File: config.mk
export PLATFORM = sky130hd
export DESIGN_NAME = mcfa_out_queue
export DESIGN_NICKNAME = d
export VERILOG_FILES = /design/src/design/multi_camera_frame_aligner_macros.svh /design/src/design/mcfa_pkg.sv /design/src/design/mcfa_out_queue.sv
export SDC_FILE = /design/constraint.sdc
export NUM_CORES = 1
export LEC_CHECK = 0
export ABC_CLOCK_PERIOD_IN_PS = 19610
export BUFFER_PORTS_ARGS = -buffer_cell sky130_fd_sc_hd__buf_2
export CORE_ASPECT_RATIO = 0.9
export CORE_UTILIZATION = 57
export CTS_CLUSTER_DIAMETER = 120
export DETAILED_ROUTE_END_ITERATION = 10
export PLACE_DENSITY = 0.79
export SETUP_SLACK_MARGIN = 0.02
export SKIP_LAST_GASP = 1
export SLEW_MARGIN = 20
export SYNTH_ARGS = -nofsm -noshare
export SYNTH_HDL_FRONTEND = slang
export SYNTH_SLANG_ARGS = --single-unit
File: constraint.sdc
create_clock -name clock -period 19.61 [get_ports clock]
set_input_delay 3.922 -clock clock [delete_from_list [all_inputs] [get_ports clock]]
set_output_delay 3.922 -clock clock [all_outputs]
set_load 0.1 [all_outputs]
File: src/design/multi_camera_frame_aligner_macros.svh
// ----------------------------------------------------------------------------
// multi camera frame aligner assertion macros
// shared assertion shorthands for the aligner rtl
// ----------------------------------------------------------------------------
`ifndef MULTI_CAMERA_FRAME_ALIGNER_MACROS_SVH
`define MULTI_CAMERA_FRAME_ALIGNER_MACROS_SVH

`ifndef SYNTH
// same-cycle implication
`define MCFA_ASSERT_IMPLIES(label, clk, rst, ante, cons) \
   label: assert property (@(posedge clk) disable iff (rst) (ante) |-> (cons)) \
      else $error("aligner assertion failed");
// next-cycle implication
`define MCFA_ASSERT_NEXT(label, clk, rst, ante, cons) \
   label: assert property (@(posedge clk) disable iff (rst) (ante) |=> (cons)) \
      else $error("aligner assertion failed");
`else
`define MCFA_ASSERT_IMPLIES(label, clk, rst, ante, cons)
`define MCFA_ASSERT_NEXT(label, clk, rst, ante, cons)
`endif

`endif

File: src/design/mcfa_pkg.sv
// ----------------------------------------------------------------------------
// mcfa_pkg
// types and constants shared by the frame aligner modules
// ----------------------------------------------------------------------------
package mcfa_pkg;

   localparam int CAM_SLOTS  = 16;
   localparam int MAX_SET    = 16;
   localparam int OUT_DEPTH  = 4;
   localparam int CSR_IDX_W  = 3;

   localparam logic [1:0] POLICY_PASS  = 2'd0;
   localparam logic [1:0] POLICY_FRAME = 2'd1;
   localparam logic [1:0] POLICY_TIME  = 2'd2;

   localparam logic [1:0] TS_AUTO   = 2'd0;
   localparam logic [1:0] TS_HOST   = 2'd1;
   localparam logic [1:0] TS_DEVICE = 2'd2;

   localparam logic [CSR_IDX_W-1:0] CSR_SYNC_POLICY = 3'd0;
   localparam logic [CSR_IDX_W-1:0] CSR_TS_SOURCE   = 3'd1;
   localparam logic [CSR_IDX_W-1:0] CSR_MAX_DIFF    = 3'd2;
   localparam logic [CSR_IDX_W-1:0] CSR_MAX_BUF     = 3'd3;
   localparam logic [CSR_IDX_W-1:0] CSR_CAM_MASK    = 3'd4;
   localparam logic [CSR_IDX_W-1:0] CSR_PASS_CAM    = 3'd5;

   typedef struct packed {
      logic [3:0]  camera_index;
      logic [63:0] frame_number;
      logic [63:0] host_time_ns;
      logic [63:0] device_time_ns;
      logic [15:0] frame_handle;
   } req_type;

   typedef struct packed {
      logic [31:0] group_id;
      logic [3:0]  member_camera;
      logic [15:0] member_handle;
      logic [63:0] member_frame_number;
      logic [63:0] member_sync_time;
      logic        last_of_set;
   } rsp_type;

   typedef struct packed {
      logic [1:0]  sync_policy;
      logic [1:0]  timestamp_source;
      logic [63:0] max_timestamp_diff_ns;
      logic [3:0]  max_buffered_frames;
      logic [15:0] camera_mask;
      logic [3:0]  passthrough_camera;
   } cfg_type;

   typedef enum logic {
      CMD_PASS,
      CMD_SYNC
   } cmd_kind_type;

   typedef struct packed {
      cmd_kind_type kind;
      logic [3:0]   camera_index;
      logic [63:0]  frame_number;
      logic [63:0]  sync_time;
      logic [15:0]  frame_handle;
   } cmd_type;

   typedef enum logic [3:0] {
      ST_IDLE,
      ST_PASS,
      ST_PUSH,
      ST_CHECK,
      ST_FN_RD,
      ST_FN_EV,
      ST_DR_RD,
      ST_DR_EV,
      ST_DR_END,
      ST_TS_RD,
      ST_TS_EV,
      ST_TS_END,
      ST_EM_START,
      ST_EM_RD,
      ST_EM_EV
   } bk_state_type;

   typedef struct packed {
      logic busy;
   } bk_stat_type;

   typedef struct packed {
      logic full;
      logic empty;
   } oq_stat_type;

endpackage

File: src/design/mcfa_out_queue.sv
// ----------------------------------------------------------------------------
// mcfa_out_queue
// result queue between the sequencer and the result port
// ----------------------------------------------------------------------------
module mcfa_out_queue import mcfa_pkg::*; (
   input  logic        clock,
   input  logic        reset,
   input  logic        push,
   input  rsp_type     push_data,
   input  logic        rsp_pop,
   output logic        rsp_empty,
   output rsp_type     rsp_data,
   output oq_stat_type stat
);

   localparam int QW = $clog2(OUT_DEPTH);

   rsp_type       q_ff [OUT_DEPTH];
   logic [QW-1:0] wp_ff, wp_in, rp_ff, rp_in;
   logic [QW:0]   cnt_ff, cnt_in;
   logic          do_push, do_pop;

   assign stat.full  = (cnt_ff == (QW+1)'(OUT_DEPTH));
   assign stat.empty = (cnt_ff == '0);
   assign rsp_empty  = stat.empty;
   assign rsp_data   = q_ff[rp_ff];
   assign do_push    = push && !stat.full;
   assign do_pop     = rsp_pop && !stat.empty;

   always_comb begin
      wp_in  = wp_ff + QW'(do_push);
      rp_in  = rp_ff + QW'(do_pop);
      cnt_in = cnt_ff + (QW+1)'(do_push) - (QW+1)'(do_pop);
   end

   always_ff @(posedge clock) begin
      if (reset) begin
         wp_ff  <= '0;
         rp_ff  <= '0;
         cnt_ff <= '0;
      end else begin
         wp_ff  <= wp_in;
         rp_ff  <= rp_in;
         cnt_ff <= cnt_in;
      end
   end

   always_ff @(posedge clock) begin
      if (do_push) begin
         q_ff[wp_ff] <= push_data;
      end
   end

endmodule

# Yosys cells after proc, flatten, opt, wreduce, memory -nomap -nowiden
# Memories as Yosys holds them, arrays and structs flattened. A register that Yosys moved wholly into a read port is not among the register bits.
# Index checks and enable logic that the tools add are counted.
# Widths: inputs -> output; s select.
[word_totals]
mem_bits_rw = 724
word_cells = 17
input_bits = 185
mem_count = 1
regBits = 7
[mem_list]
columns = ["memory", "depth", "width", "rd", "rd_clocked_by_memory_dff", "write_ports", "line", "rtl"]
rows = [
  ["q_ff", 4, 181, 1, 1, 1, "mcfa_out_queue.sv:18", "rsp_type q_ff [OUT_DEPTH];"],
]
[op_classes]
addsub = 4
n_reduce_logical = 5
eq_ne = 1
mux = 3
[op_table]
columns = ["cell", "count"]
rows = [
  ["$add 2x1->2", 2],
  ["$add 3x1->3", 1],
  ["$eq 3x3->1 const B", 1],
  ["$logic_not 3->1", 1],
  ["$sub 3x1->3", 1],
  ["$logic_and 1x1->1", 2],
  ["$logic_not 1->1", 2],
  ["$mux 1", 2],
  ["$mux 2", 1],
]

# Longest topological paths before layout
[depth]
ltp_word = 5
depth_mapped = 9
mapped_depth_nobuf = 9

# Worst setup path after synthesis
# Ideal clock, no wire load.
[synth_path]
path_type = "input port to flip-flop"
from = "input push"
to = "memory q_ff[1][0] (netlist bit) (enable)"
n_path_buf = 0
arrival_time_ps = 17345
slack_ps = 1284
setup_time_ps = 981
path_stages = 2
t_required_ps = 18629
path_cell_list = "or2b_2 > nor3b_1"
[synth_between]
elab_chain_cells = 3
[synth_lines]
columns = ["element", "line", "rtl"]
rows = [
  ["from (decl)", "mcfa_out_queue.sv:8", "input logic push,"],
  ["$logic_and 1x1->1", "mcfa_out_queue.sv:27", "assign do_push = push && !stat.full;"],
  ["$mux 1", "mcfa_out_queue.sv:49", "if (do_push) begin"],
  ["$mux 1 (implied by the code)", "mcfa_out_queue.sv:50", "q_ff[wp_ff] <= push_data;"],
  ["to (decl)", "mcfa_out_queue.sv:18", ""],
]
# Every way passes these cells.

==> impl_metrics.tcl <==
set metrics [dict create \
    outcome "complete, no violations" \
    hold_path_class "flip-flop to flip-flop" \
    worst_pin_slew_ps 1100 \
    whs_endpoint "wp_ff[1]" \
    relSlewSlack 0.268 \
    grt_start_max_net_pins 89 \
    grt_antenna_before_repair 11 \
    grt_pass1_wl_um 76400 \
    synthTopCellsByArea "edfxtp_1 82%, mux4_2 15%, buf_12 0.83%, dfxtp_1 0.53%, buf_6 0.38%" \
    critPathTopFamily "buffers and inverters" \
    dieArea_mm2 0.0475 \
    critPathSlowestCell "dfxtp_4" \
    crit_fanout 49 \
    r2r_end "q_ff[3][145]" \
    cts_resized 0 \
    cts_tree "yes" \
    via_per_inst 5.79 \
    die_w_um 230 \
    io_pins 369 \
    rows 74 \
    skew_ps 30.4 \
    critical_path.n_buffers_inverters 2 \
    hold_slack_ps 619 \
    cpPeakStageDelay_ps 1000 \
    yosysWarnings 0 \
    initial_core_util 0.582 \
    post-route-drc-count 0 \
    hold_path.startpoint "wp_ff[1]" \
    first_pass_iters 5 \
    place_congestion 0.742 \
    finalHoldViolCount 0 \
    syn-cell-area_mm2 0.0266 \
    r2r_slack_ps 16100 \
    overflow 0 \
    dp_hpwl_um 29400 \
    track_usage 0.220 \
    synth_top_area_frac 0.817 \
    routed_wl_um 52100 \
    synth_cell_types 22 \
    syn_nets 1170 \
    r2r-start "cnt_ff[2]" \
    dieHeight_um 207 \
    numPortBuffers 368 \
    cts_setup_buffers 0 \
    htreeDepth 3 \
    synthCells 982 \
    start_kind "flip-flop" \
    ant_nets 0 \
    core-area_mm2 0.0457 \
    cp-end-kind "output port" \
    r2r_cells 6 \
    num_vias 11900 \
    clk_pin_slew_worst_paths_ps 60 \
    period_minus_slack_ps 7430 \
    holdPathStages 2 \
    synth.avg_cell_area_um2 27.1 \
    path_cells "buf_4 > mux4_2 > buf_2" \
    cts_buffer_depth 3 \
    cp.arrival_ps 3510 \
    clock_latency_ps 590 \
    drive_above_1_share 0.456 \
    drv_slew 0 \
    root_buffer "clkbuf_16" \
    grt_pass1_vias 12500 \
    drtIter0Drc 880 \
    worstPathRequired_ps 15690 \
    fmax_mhz 135 \
    path_depth 3 \
    rsz0062_at_grt "false" \
    final_nets 1586 \
    ys_seq_elements 731 \
    max_cap_viol_count 0 \
    yosysSeqAreaShare 0.823 \
    synth_top_area_cell "edfxtp_1" \
    cts_buffers 69 \
    tns_ps 0 \
    crit_type "flip-flop to output port" \
    wire_per_inst_um 25.3 \
    cts.sinks 731 \
    area_delta_synth_final_pct 16.9 \
    cts_hold_buf 0 \
    period_share 0.379 \
    setup_viol_count_final 0 \
]
==> Yosys cell counts (all sizes together) <==
cell type / instances
inv: 2
clkbuf: 2
ha: 2
fa: 1
dfxtp: 7
nor2b: 3
nor2: 4
nor3: 2
xor2: 2
xnor2: 4
mux4: 181
o311ai: 1
or2b: 1
edfxtp: 724
nor3b: 3
nand2b: 1
and3: 1
buf: 40
o31ai: 1
==> state kept, by name, indices dropped and copies added (netlist names) <==
name / flops
cnt_ff: 3
wp_ff: 2
q_ff: 724
rp_ff: 2
==> cells in the final DEF, fill, tap and decap left out <==
cell and instances:
nor3_1 1, nor2b_1 3, inv_6 1, xor2_1 2, nor2_1 4, clkbuf_16 71, clkinv_2 5, and3_4 1
o311ai_0 1, clkbuf_1 16, clkinv_1 17, edfxtp_1 724, nor3b_1 1, o31ai_1 1, xnor2_1 4, buf_4 18
nand2b_1 1, buf_12 1, fa_1 1, ha_1 2, clkinvlp_4 1, diode_2 4, nor3b_2 2, inv_1 2
buf_2 368, dfxtp_1 5, bufinv_16 6, mux4_2 181, or2b_2 1, nor3_2 1, dfxtp_4 2
==> routing by layer <==
| layer | global-route usage | wire (um) |
|---|---|---|
| met5 | 0 | 134 |
| met4 | 0.0601 | 1000 |
| met3 | 0.0816 | 4950 |
| met2 | 0.360 | 26000 |
| met1 | 0.283 | 20000 |
==> kinds of logic (layout without fill, tap and decap cells) <==
logic type	Yosys count	count (layout)	synth area share
AO/OA/AOI/OAI	2	2	0.000612
XOR/XNOR	6	6	0.00198
adder cells (fa/ha/maj)	3	3	0.00169
buffers and inverters	44	506	0.0166
flip-flops	731	731	0.823
multiplexers	181	181	0.153
other	0	4	0
AND/OR/NAND/NOR	15	15	0.00329
==> how the worst max path moves through the flow <==
stage                         from       endpoint  slack [ps]
after detailed placement      push   q_ff[3][121]       12610
after global routing      rp_ff[0]  rsp_data[106]       11850
after CTS                 rp_ff[0]  rsp_data[128]       11960
after floorplan               push     q_ff[1][0]        1280
final                     rp_ff[0]  rsp_data[106]       12180
after global placement        push   q_ff[3][121]       12580
==> final cells by class <==
class	count	area, um2
antenna	4	10.0
sequential	731	21900
fill	2735	14700
timing repair buffer	387	2000
inverter	2	7.51
multi-input combinational	207	4300
clock inverter	30	285
clock buffer	87	1840
tap	608	761
==> tightest hold or removal path: stages, from the launching register on <==
cell	delay, ps
dfxtp_1	370
xnor2_1	170
nor2_1	40
==> per-stage QoR <==
stage | util | area [um2] | worst slack [ps] | std cells
5_1_grt | 0.679 | 31100 | 11850 | 2052
3_3_place_gp | 0.633 | 29000 | 12580 | 1935
4_1_cts | 0.679 | 31100 | 11960 | 2052
2_1_floorplan | - | 26600 | 1280 | 982
6_report | 0.680 | 31100 | 12180 | 2056
3_5_place_dp | 0.633 | 29000 | 12610 | 1935
Power is not shown: default switching activity piles up to over one toggle a cycle in this logic, so the estimate is an artifact.
