**src/design/multi_camera_frame_aligner_macros.svh**
```systemverilog
// ----------------------------------------------------------------------------
// multi camera frame aligner assertion macros
// shared assertion shorthands for the aligner rtl
// ----------------------------------------------------------------------------
`ifndef MULTI_CAMERA_FRAME_ALIGNER_MACROS_SVH
`define MULTI_CAMERA_FRAME_ALIGNER_MACROS_SVH

`ifndef SYNTH
// same-cycle implication
`define MCFA_ASSERT_IMPLIES(label, clk, rst, ante, cons) \
   label: assert property (@(posedge clk) disable iff (rst) (ante) |-> (cons)) \
      else $error("aligner assertion failed");
// next-cycle implication
`define MCFA_ASSERT_NEXT(label, clk, rst, ante, cons) \
   label: assert property (@(posedge clk) disable iff (rst) (ante) |=> (cons)) \
      else $error("aligner assertion failed");
`else
`define MCFA_ASSERT_IMPLIES(label, clk, rst, ante, cons)
`define MCFA_ASSERT_NEXT(label, clk, rst, ante, cons)
`endif

`endif

```
**src/design/mcfa_pkg.sv**
```systemverilog
// ----------------------------------------------------------------------------
// mcfa_pkg
// types and constants shared by the frame aligner modules
// ----------------------------------------------------------------------------
package mcfa_pkg;

   localparam int CAM_SLOTS  = 16;
   localparam int MAX_SET    = 16;
   localparam int OUT_DEPTH  = 4;
   localparam int CSR_IDX_W  = 3;

   localparam logic [1:0] POLICY_PASS  = 2'd0;
   localparam logic [1:0] POLICY_FRAME = 2'd1;
   localparam logic [1:0] POLICY_TIME  = 2'd2;

   localparam logic [1:0] TS_AUTO   = 2'd0;
   localparam logic [1:0] TS_HOST   = 2'd1;
   localparam logic [1:0] TS_DEVICE = 2'd2;

   localparam logic [CSR_IDX_W-1:0] CSR_SYNC_POLICY = 3'd0;
   localparam logic [CSR_IDX_W-1:0] CSR_TS_SOURCE   = 3'd1;
   localparam logic [CSR_IDX_W-1:0] CSR_MAX_DIFF    = 3'd2;
   localparam logic [CSR_IDX_W-1:0] CSR_MAX_BUF     = 3'd3;
   localparam logic [CSR_IDX_W-1:0] CSR_CAM_MASK    = 3'd4;
   localparam logic [CSR_IDX_W-1:0] CSR_PASS_CAM    = 3'd5;

   typedef struct packed {
      logic [3:0]  camera_index;
      logic [63:0] frame_number;
      logic [63:0] host_time_ns;
      logic [63:0] device_time_ns;
      logic [15:0] frame_handle;
   } req_type;

   typedef struct packed {
      logic [31:0] group_id;
      logic [3:0]  member_camera;
      logic [15:0] member_handle;
      logic [63:0] member_frame_number;
      logic [63:0] member_sync_time;
      logic        last_of_set;
   } rsp_type;

   typedef struct packed {
      logic [1:0]  sync_policy;
      logic [1:0]  timestamp_source;
      logic [63:0] max_timestamp_diff_ns;
      logic [3:0]  max_buffered_frames;
      logic [15:0] camera_mask;
      logic [3:0]  passthrough_camera;
   } cfg_type;

   typedef enum logic {
      CMD_PASS,
      CMD_SYNC
   } cmd_kind_type;

   typedef struct packed {
      cmd_kind_type kind;
      logic [3:0]   camera_index;
      logic [63:0]  frame_number;
      logic [63:0]  sync_time;
      logic [15:0]  frame_handle;
   } cmd_type;

   typedef enum logic [3:0] {
      ST_IDLE,
      ST_PASS,
      ST_PUSH,
      ST_CHECK,
      ST_FN_RD,
      ST_FN_EV,
      ST_DR_RD,
      ST_DR_EV,
      ST_DR_END,
      ST_TS_RD,
      ST_TS_EV,
      ST_TS_END,
      ST_EM_START,
      ST_EM_RD,
      ST_EM_EV
   } bk_state_type;

   typedef struct packed {
      logic busy;
   } bk_stat_type;

   typedef struct packed {
      logic full;
      logic empty;
   } oq_stat_type;

endpackage

```
**src/design/mcfa_front.sv**
```systemverilog
// ----------------------------------------------------------------------------
// mcfa_front
// classifies incoming frame beats and queues commands for the back end
// ----------------------------------------------------------------------------
module mcfa_front import mcfa_pkg::*; #(
   parameter int MAX_CAMERAS = 16
) (
   input  logic    clock,
   input  logic    reset,
   input  cfg_type cfg,
   input  logic    req_push,
   output logic    req_full,
   input  req_type req_data,
   output logic    cmd_valid,
   output cmd_type cmd,
   input  logic    cmd_pop
);

   localparam int LANES = (MAX_CAMERAS < CAM_SLOTS) ? MAX_CAMERAS : CAM_SLOTS;

   cmd_type   q_ff [2];
   logic      wp_ff, wp_in, rp_ff, rp_in;
   logic [1:0] cnt_ff, cnt_in;
   logic      take, keep;
   cmd_type   new_cmd;

   always_comb begin
      new_cmd.camera_index = req_data.camera_index;
      new_cmd.frame_number = req_data.frame_number;
      new_cmd.frame_handle = req_data.frame_handle;
      case (cfg.timestamp_source)
         TS_HOST:   new_cmd.sync_time = req_data.host_time_ns;
         TS_DEVICE: new_cmd.sync_time = req_data.device_time_ns;
         default:   new_cmd.sync_time = (req_data.host_time_ns != 64'd0) ?
                                        req_data.host_time_ns : req_data.device_time_ns;
      endcase
      keep = 1'b0;
      new_cmd.kind = CMD_SYNC;
      case (cfg.sync_policy)
         POLICY_PASS: begin
            new_cmd.kind = CMD_PASS;
            keep = (req_data.camera_index == cfg.passthrough_camera);
         end
         POLICY_FRAME, POLICY_TIME: begin
            keep = ({1'b0, req_data.camera_index} < 5'(LANES)) &&
                   cfg.camera_mask[req_data.camera_index];
         end
         default: keep = 1'b0;
      endcase
   end

   assign req_full  = (cnt_ff == 2'd2);
   assign take      = req_push && !req_full && keep;
   assign cmd_valid = (cnt_ff != 2'd0);
   assign cmd       = q_ff[rp_ff];

   always_comb begin
      wp_in  = wp_ff ^ take;
      rp_in  = rp_ff ^ (cmd_pop && cmd_valid);
      cnt_in = cnt_ff + {1'b0, take} - {1'b0, cmd_pop && cmd_valid};
   end

   always_ff @(posedge clock) begin
      if (reset) begin
         wp_ff  <= 1'b0;
         rp_ff  <= 1'b0;
         cnt_ff <= 2'd0;
      end else begin
         wp_ff  <= wp_in;
         rp_ff  <= rp_in;
         cnt_ff <= cnt_in;
      end
   end

   always_ff @(posedge clock) begin
      if (take) begin
         q_ff[wp_ff] <= new_cmd;
      end
   end

endmodule

```
**config.mk**
```make
export PLATFORM = sky130hd
export DESIGN_NAME = mcfa_front
export DESIGN_NICKNAME = d
export VERILOG_FILES = /design/src/design/multi_camera_frame_aligner_macros.svh /design/src/design/mcfa_pkg.sv /design/src/design/mcfa_front.sv
export SDC_FILE = /design/constraint.sdc
export NUM_CORES = 1
export LEC_CHECK = 0
export ABC_AREA = 1
export ABC_CLOCK_PERIOD_IN_PS = 5800
export BUFFER_PORTS_ARGS = -buffer_cell sky130_fd_sc_hd__buf_2
export CORE_MARGIN = 2
export CORE_UTILIZATION = 47
export DETAILED_ROUTE_END_ITERATION = 10
export PLACE_DENSITY = 0.77
export SYNTH_ARGS = -nofsm -noshare
export SYNTH_HDL_FRONTEND = slang
export SYNTH_SLANG_ARGS = --single-unit
```
**constraint.sdc**
```tcl
create_clock -name clock -period 5.8 [get_ports clock]
set_input_delay 1.16 -clock clock [delete_from_list [all_inputs] [get_ports clock]]
set_output_delay 1.16 -clock clock [all_outputs]
set_load 0.02 [all_outputs]
```
======== Yosys cells after proc, flatten, opt, wreduce, memory -nomap -nowiden ========
Memory sizes are Yosys's and may differ from the RTL's. A register that Yosys moved wholly into a read port is not among the register bits.
Cells that the tools add are included.
storage, ports and cells
  register bits ........................... 4
  bits in writable memories ............... 298
  memories kept ........................... 1
  input port bits ......................... 308
  output and inout bits ................... 151
  word-level logic and storage cells ...... 32
cells by class
  reductions and logical operators ........ 8
  bitwise operators ....................... 2
  add/sub/neg operators ................... 2
  $lt $le $gt $ge ......................... 1
  eq/ne operators ......................... 6
  muxes and demuxes ....................... 9
memory list
  name  words  bits a word  rd ports  clocked after Yosys merged registers in  wr ports  line              RTL
  q_ff  2      149          1         1                                        1         mcfa_front.sv:21  cmd_type q_ff [2];
operators with widths
  cell                                                 count
  one-hot mux 64 bit (2 select lines)                  1
  two-way mux 64 bit                                   1
  nonzero test 64 bit                                  1
  == test 2 bit (second input constant)                3
  < comparator 4 x 5 -> 1 bit (second input constant)  1
  two-way mux 1 bit                                    5
  binary-select mux 1 bit (select 4 bit)               1
  == test 2 x 1 -> 1 bit (second input constant)       2
  == test 4 bit                                        1
  logical AND 1 bit                                    3
  adder 2 x 1 -> 2 bit                                 1
  zero test 2 bit                                      1
  one-hot mux 1 bit (2 select lines)                   1
  nonzero test 2 bit                                   1
  OR reduction 2 bit                                   1
  subtractor 2 x 1 -> 2 bit                            1
  bitwise XOR 1 bit                                    2
  zero test 1 bit                                      1

======== Depth between registers and ports, before layout ========
  word-level depth ........................ 6
  gate-level depth with buffers ........... 16

======== Worst setup path before layout ========
No wires, ideal clock.
  kind .................................... input -> register
  start point ............................. in req_data[209] (netlist bit)
  end point ............................... mem q_ff[1][0] (netlist bit), enable pin
  required time ........................... 5.273 ns
  arrival ................................. 5.396 ns
  stages .................................. 9
  slack ................................... -0.124 ns
  path buffers ............................ 1
  library setup time ...................... 0.527 ns
  path through ............................ clkbuf_1 > inv_1 > nand3_1 > nand3_1 > nand3_1 > nand2_1 > nand2_1 > a21oi_1 > ha_1
on the way
  cells in the longest elaborated chain, start to end .. 6
  elaborated cells between the ends (all ways) .. 7
  those cells by class .................... eq/ne: 1; mux: 5; reduce/logical: 1
ends and longest elaborated chain
  element                                      line              RTL
  from (decl)                                  mcfa_front.sv:13  input req_type req_data,
  binary-select mux 1 bit (select 4 bit)       mcfa_front.sv:46  cfg.camera_mask[req_data.camera_index];
  two-way mux 1 bit (implied by the code)      mcfa_front.sv:46
  one-hot mux 1 bit (2 select lines) (*)       mcfa_front.sv:39  case (cfg.sync_policy)
  logical AND 1 bit (*)                        mcfa_front.sv:53  assign take = req_push && !req_full && keep;
  two-way mux 1 bit (*)                        mcfa_front.sv:76  if (take) begin
  two-way mux 1 bit (implied by the code) (*)  mcfa_front.sv:77  q_ff[wp_ff] <= new_cmd;
  to (decl)                                    mcfa_front.sv:21
Mark *: on every way between the ends. The rest lies on a longest branch, timed or not. The select of a mux whose other input is x is not followed.

==> impl_metrics.py <==
metrics = {
    "outcome": {
        "status": "finished, final reports clean",
    },
    "synthesis": {
        "postSynthAreaPerCell_um2": 9.73,
        "synth_top_cells_by_count": "673 x nand2_1, 298 x edfxtp_1, 156 x inv_1",
        "synth_top_family_by_area": "simple AND/OR/NAND/NOR gates",
        "synth.most_common_cell": "nand2_1",
        "synth-xor-area-share_pct": 0.181,
        "ys_seq_elements": 302,
        "yosys_warnings": 0,
        "synthAdderAreaFrac_pct": 0.691,
        "synth_compound_area_share_pct": 4.04,
        "synth_nets": 1805,
        "synth_cell_type_count": 26,
        "synth_edf_count": 298,
        "yosysSeqAreaShare_pct": 62.3,
        "synthSimpleGateAreaFrac_pct": 25.1,
        "synthArstFlopShare_pct": 0,
        "netlist_area_mm2": 0.0145,
        "synthMuxAreaShare_pct": 0,
        "syn_inst": 1489,
        "synth_top_area_share_pct": 61.8,
        "synth_top_cell_by_area": "edfxtp_1",
        "synth_area_leaders": "edfxtp_1 62%, nand2_1 17%, nand3_1 4.3%, inv_1 4.0%, a22o_1 3.9%",
        "synth-main-ff-cell": "edfxtp_1",
    },
    "routing": {
        "vias": 11600,
        "ant_nets": 0,
        "drc": 0,
        "routed_wl_mm": 38.9,
        "wl_per_cell_um": 17.1,
        "avgViaCountPerCell": 5.10,
        "first_iter_violations": 717,
        "first_pass_iters": 5,
    },
    "critical_path": {
        "crit_top_cell": "nand2_1",
        "max_stage_delay_ns": 0.82,
        "reg2reg_depth": 7,
        "r2r-end": "q_ff[0][25]",
        "cp_data_required_time_ns": 4.64,
        "worstReg2RegStart": "cnt_ff[1]",
        "critical_path_class": "flop to output pin",
        "critical_path_arrival_ns": 3.20,
        "crit_path_start_kind": "flop",
        "r2r_slack_ns": 3.17,
        "path_cells": "inv_4 -> buf_4 -> nand2_1 -> nand2_1 -> buf_2",
        "critPathCaptureType": "output pin",
        "cp_slowest_cell": "buf_4",
        "crit_fanout": 81,
    },
    "power": {
        "ir_drop_mv": 0.221,
        "seqPwrFrac_pct": 42.0,
        "p_clk_share_pct": 31.4,
        "p_sw_share_pct": 33.2,
        "p_leak_nw": 8.28,
        "power_frac_comb_pct": 26.6,
        "p_sw_w": 0.00205,
        "p_int_w": 0.00412,
        "p_per_area_mw_per_mm2": 351,
    },
    "cts": {
        "hold_buffers": 0,
        "insertion_delay_ns": 0.55,
        "clock_path_buffers": 3,
        "cts_tree": "done",
        "cts-root-buf": "clkbuf_16",
        "clkSlewWorstSetupHoldPaths_ns": 0.06,
        "cts_htree_levels": 1,
        "post-cts-setup-buffers": 0,
        "clkSinkCount": 302,
        "cts_buffers": 31,
        "cts_resized": 0,
    },
    "floorplanning": {
        "core_mm2": 0.0305,
        "fp.dieH_um": 180,
        "initial_utilization_pct": 47.5,
        "die_area_mm2": 0.0322,
        "io_pins": 459,
        "rows": 64,
        "die_w_um": 180,
    },
    "placement": {
        "globalplace.congestion": 0.841,
        "hpwl_mm": 26.2,
        "portBuffers": 390,
    },
    "timing": {
        "fin_tns_setup_ns": 0,
        "worst_pin_slew_ns": 0.972,
        "fin_worst_skew_ns": 0.0129,
        "drv_slew": 0,
        "period_needed_ns": 4.36,
        "post-route-period-util_pct": 75.1,
        "clock.fmax_mhz": 229,
        "final_hold_viol_count": 0,
        "rsz0062_at_grt": "no",
        "setup_viol": 0,
        "maxSlewHeadroom_pct": 35.2,
    },
    "global_route": {
        "grt_pass1_wl_mm": 60.7,
        "grt_usage_pct": 23.4,
        "grt_max_degree": 82,
        "grt-ovfl-total": 0,
        "first_global_vias": 11400,
        "antenna_found_initial": 2,
    },
    "worst_hold_path": {
        "hp-start": "cnt_ff[1]",
        "min_to": "cnt_ff[1]",
        "min_path_type": "flop to flop",
        "worstHoldPathCells": 3,
    },
    "finish": {
        "nFillCells": 2643,
        "final_core_util_pct": 57.7,
        "fin_nets": 2163,
        "drive_gt1_share_pct": 26.6,
        "syn2layout_area_growth_pct": 21.4,
    },
    "job": {
        "maxCapViolCount": 0,
    },
}
-- worst max-delay path, delay by kind of cell, from the launching register on --
family / cells / cell delay, ns
buf+inv: 3 / 1.64
flops: 1 / 0.56
simple gates: 2 / 0.29
-- worst max path at each step --
stage             startpoint          end  slack [ns]  depth (start not counted)
2_1_floorplan  req_data[209]   q_ff[1][0]       -0.12                          9
4_1_cts                rp_ff      cmd[79]        1.40                          5
3_5_place_dp   req_data[208]  q_ff[1][30]        1.73                         11
3_3_place_gp   req_data[208]  q_ff[1][30]        1.79                         11
6_report               rp_ff      cmd[79]        1.44                          5
5_1_grt                rp_ff      cmd[79]        1.21                          5
-- through the flow --
step | setup WS [ns] | instance area (um^2) | hold WS (ns) | total power, W | cells
after CTS | 1.40 | 17600 | 0.600 | 0.00623 | 2267
after floorplan | -0.124 | 14500 | 0.532 | 0.00364 | 1489
final | 1.44 | 17600 | 0.592 | 0.00617 | 2268
after global routing | 1.21 | 17600 | 0.652 | 0.00646 | 2268
after global placement | 1.79 | 16600 | 0.549 | 0.00425 | 2210
after detailed placement | 1.73 | 16600 | 0.593 | 0.00429 | 2210
-- registers in the layout, summed over array words and instances, names as in the netlist --
register / count
rp_ff: 1
q_ff: 298
wp_ff: 1
cnt_ff: 2
-- per-layer routing --
layer	vias to the layer above	track usage, %	share of wire (%)
met5	-	0	0.033
met3	69	5.83	9.3
met4	2	5.79	2.1
li1	5583	-	-
met2	521	41.8	51
met1	5393	28.5	38
-- cells in the final DEF, fill, tap and decap left out, types with 2 or more instances in the layout --
master     synthesis  layout
nand2_1          673     673
buf_2              5     390
edfxtp_1         298     298
inv_1            156     156
nand3_1          124     124
a22o_1            64      64
nor2_1            34      34
clkbuf_16          0      31
nand3_2           30      30
buf_4              0      15
clkinv_2           0      10
clkinv_1           1       5
ha_1               8       4
clkinv_4           0       4
a21oi_1            3       3
bufinv_16          0       3
dfxtp_1            4       3
nor2_4             2       2
o21ai_0            2       2
xnor2_1            2       2
ha_2               0       2
ha_4               0       2
clkbuf_1          50       2
buf_12             4       2
-- area by class of cell --
| class | instances | area [um^2] | share of cell area [%] |
|---|---|---|---|
| flip-flops and latches | 302 | 9030 | 51.3 |
| multi-input cells | 947 | 4370 | 24.8 |
| repair buffers | 407 | 2100 | 12.0 |
| clock buffers | 33 | 783 | 4.45 |
| inverters | 158 | 596 | 3.38 |
| well taps | 396 | 495 | 2.82 |
| clock inverters | 24 | 210 | 1.19 |
| diodes | 1 | 2.50 | 0.0142 |
-- cells by family after synthesis --
logic type / count (synthesis)
buf+inv: 240
xor+xnor: 3
fa+ha+maj: 8
simple gates: 867
flops: 302
compound gates: 69
-- power groups by stage --
stage / Combinational, W / Clock (W) / Sequential (W)
after CTS: 0.00166 / 0.00198 / 0.00259
after detailed placement: 0.00165 / 0 / 0.00264
after global placement: 0.00162 / 0 / 0.00263
after global routing: 0.00179 / 0.00207 / 0.00260
final: 0.00164 / 0.00194 / 0.00259
after floorplan: 0.00105 / 0 / 0.00260
No activity file was read; power rests on OpenSTA's default activity.
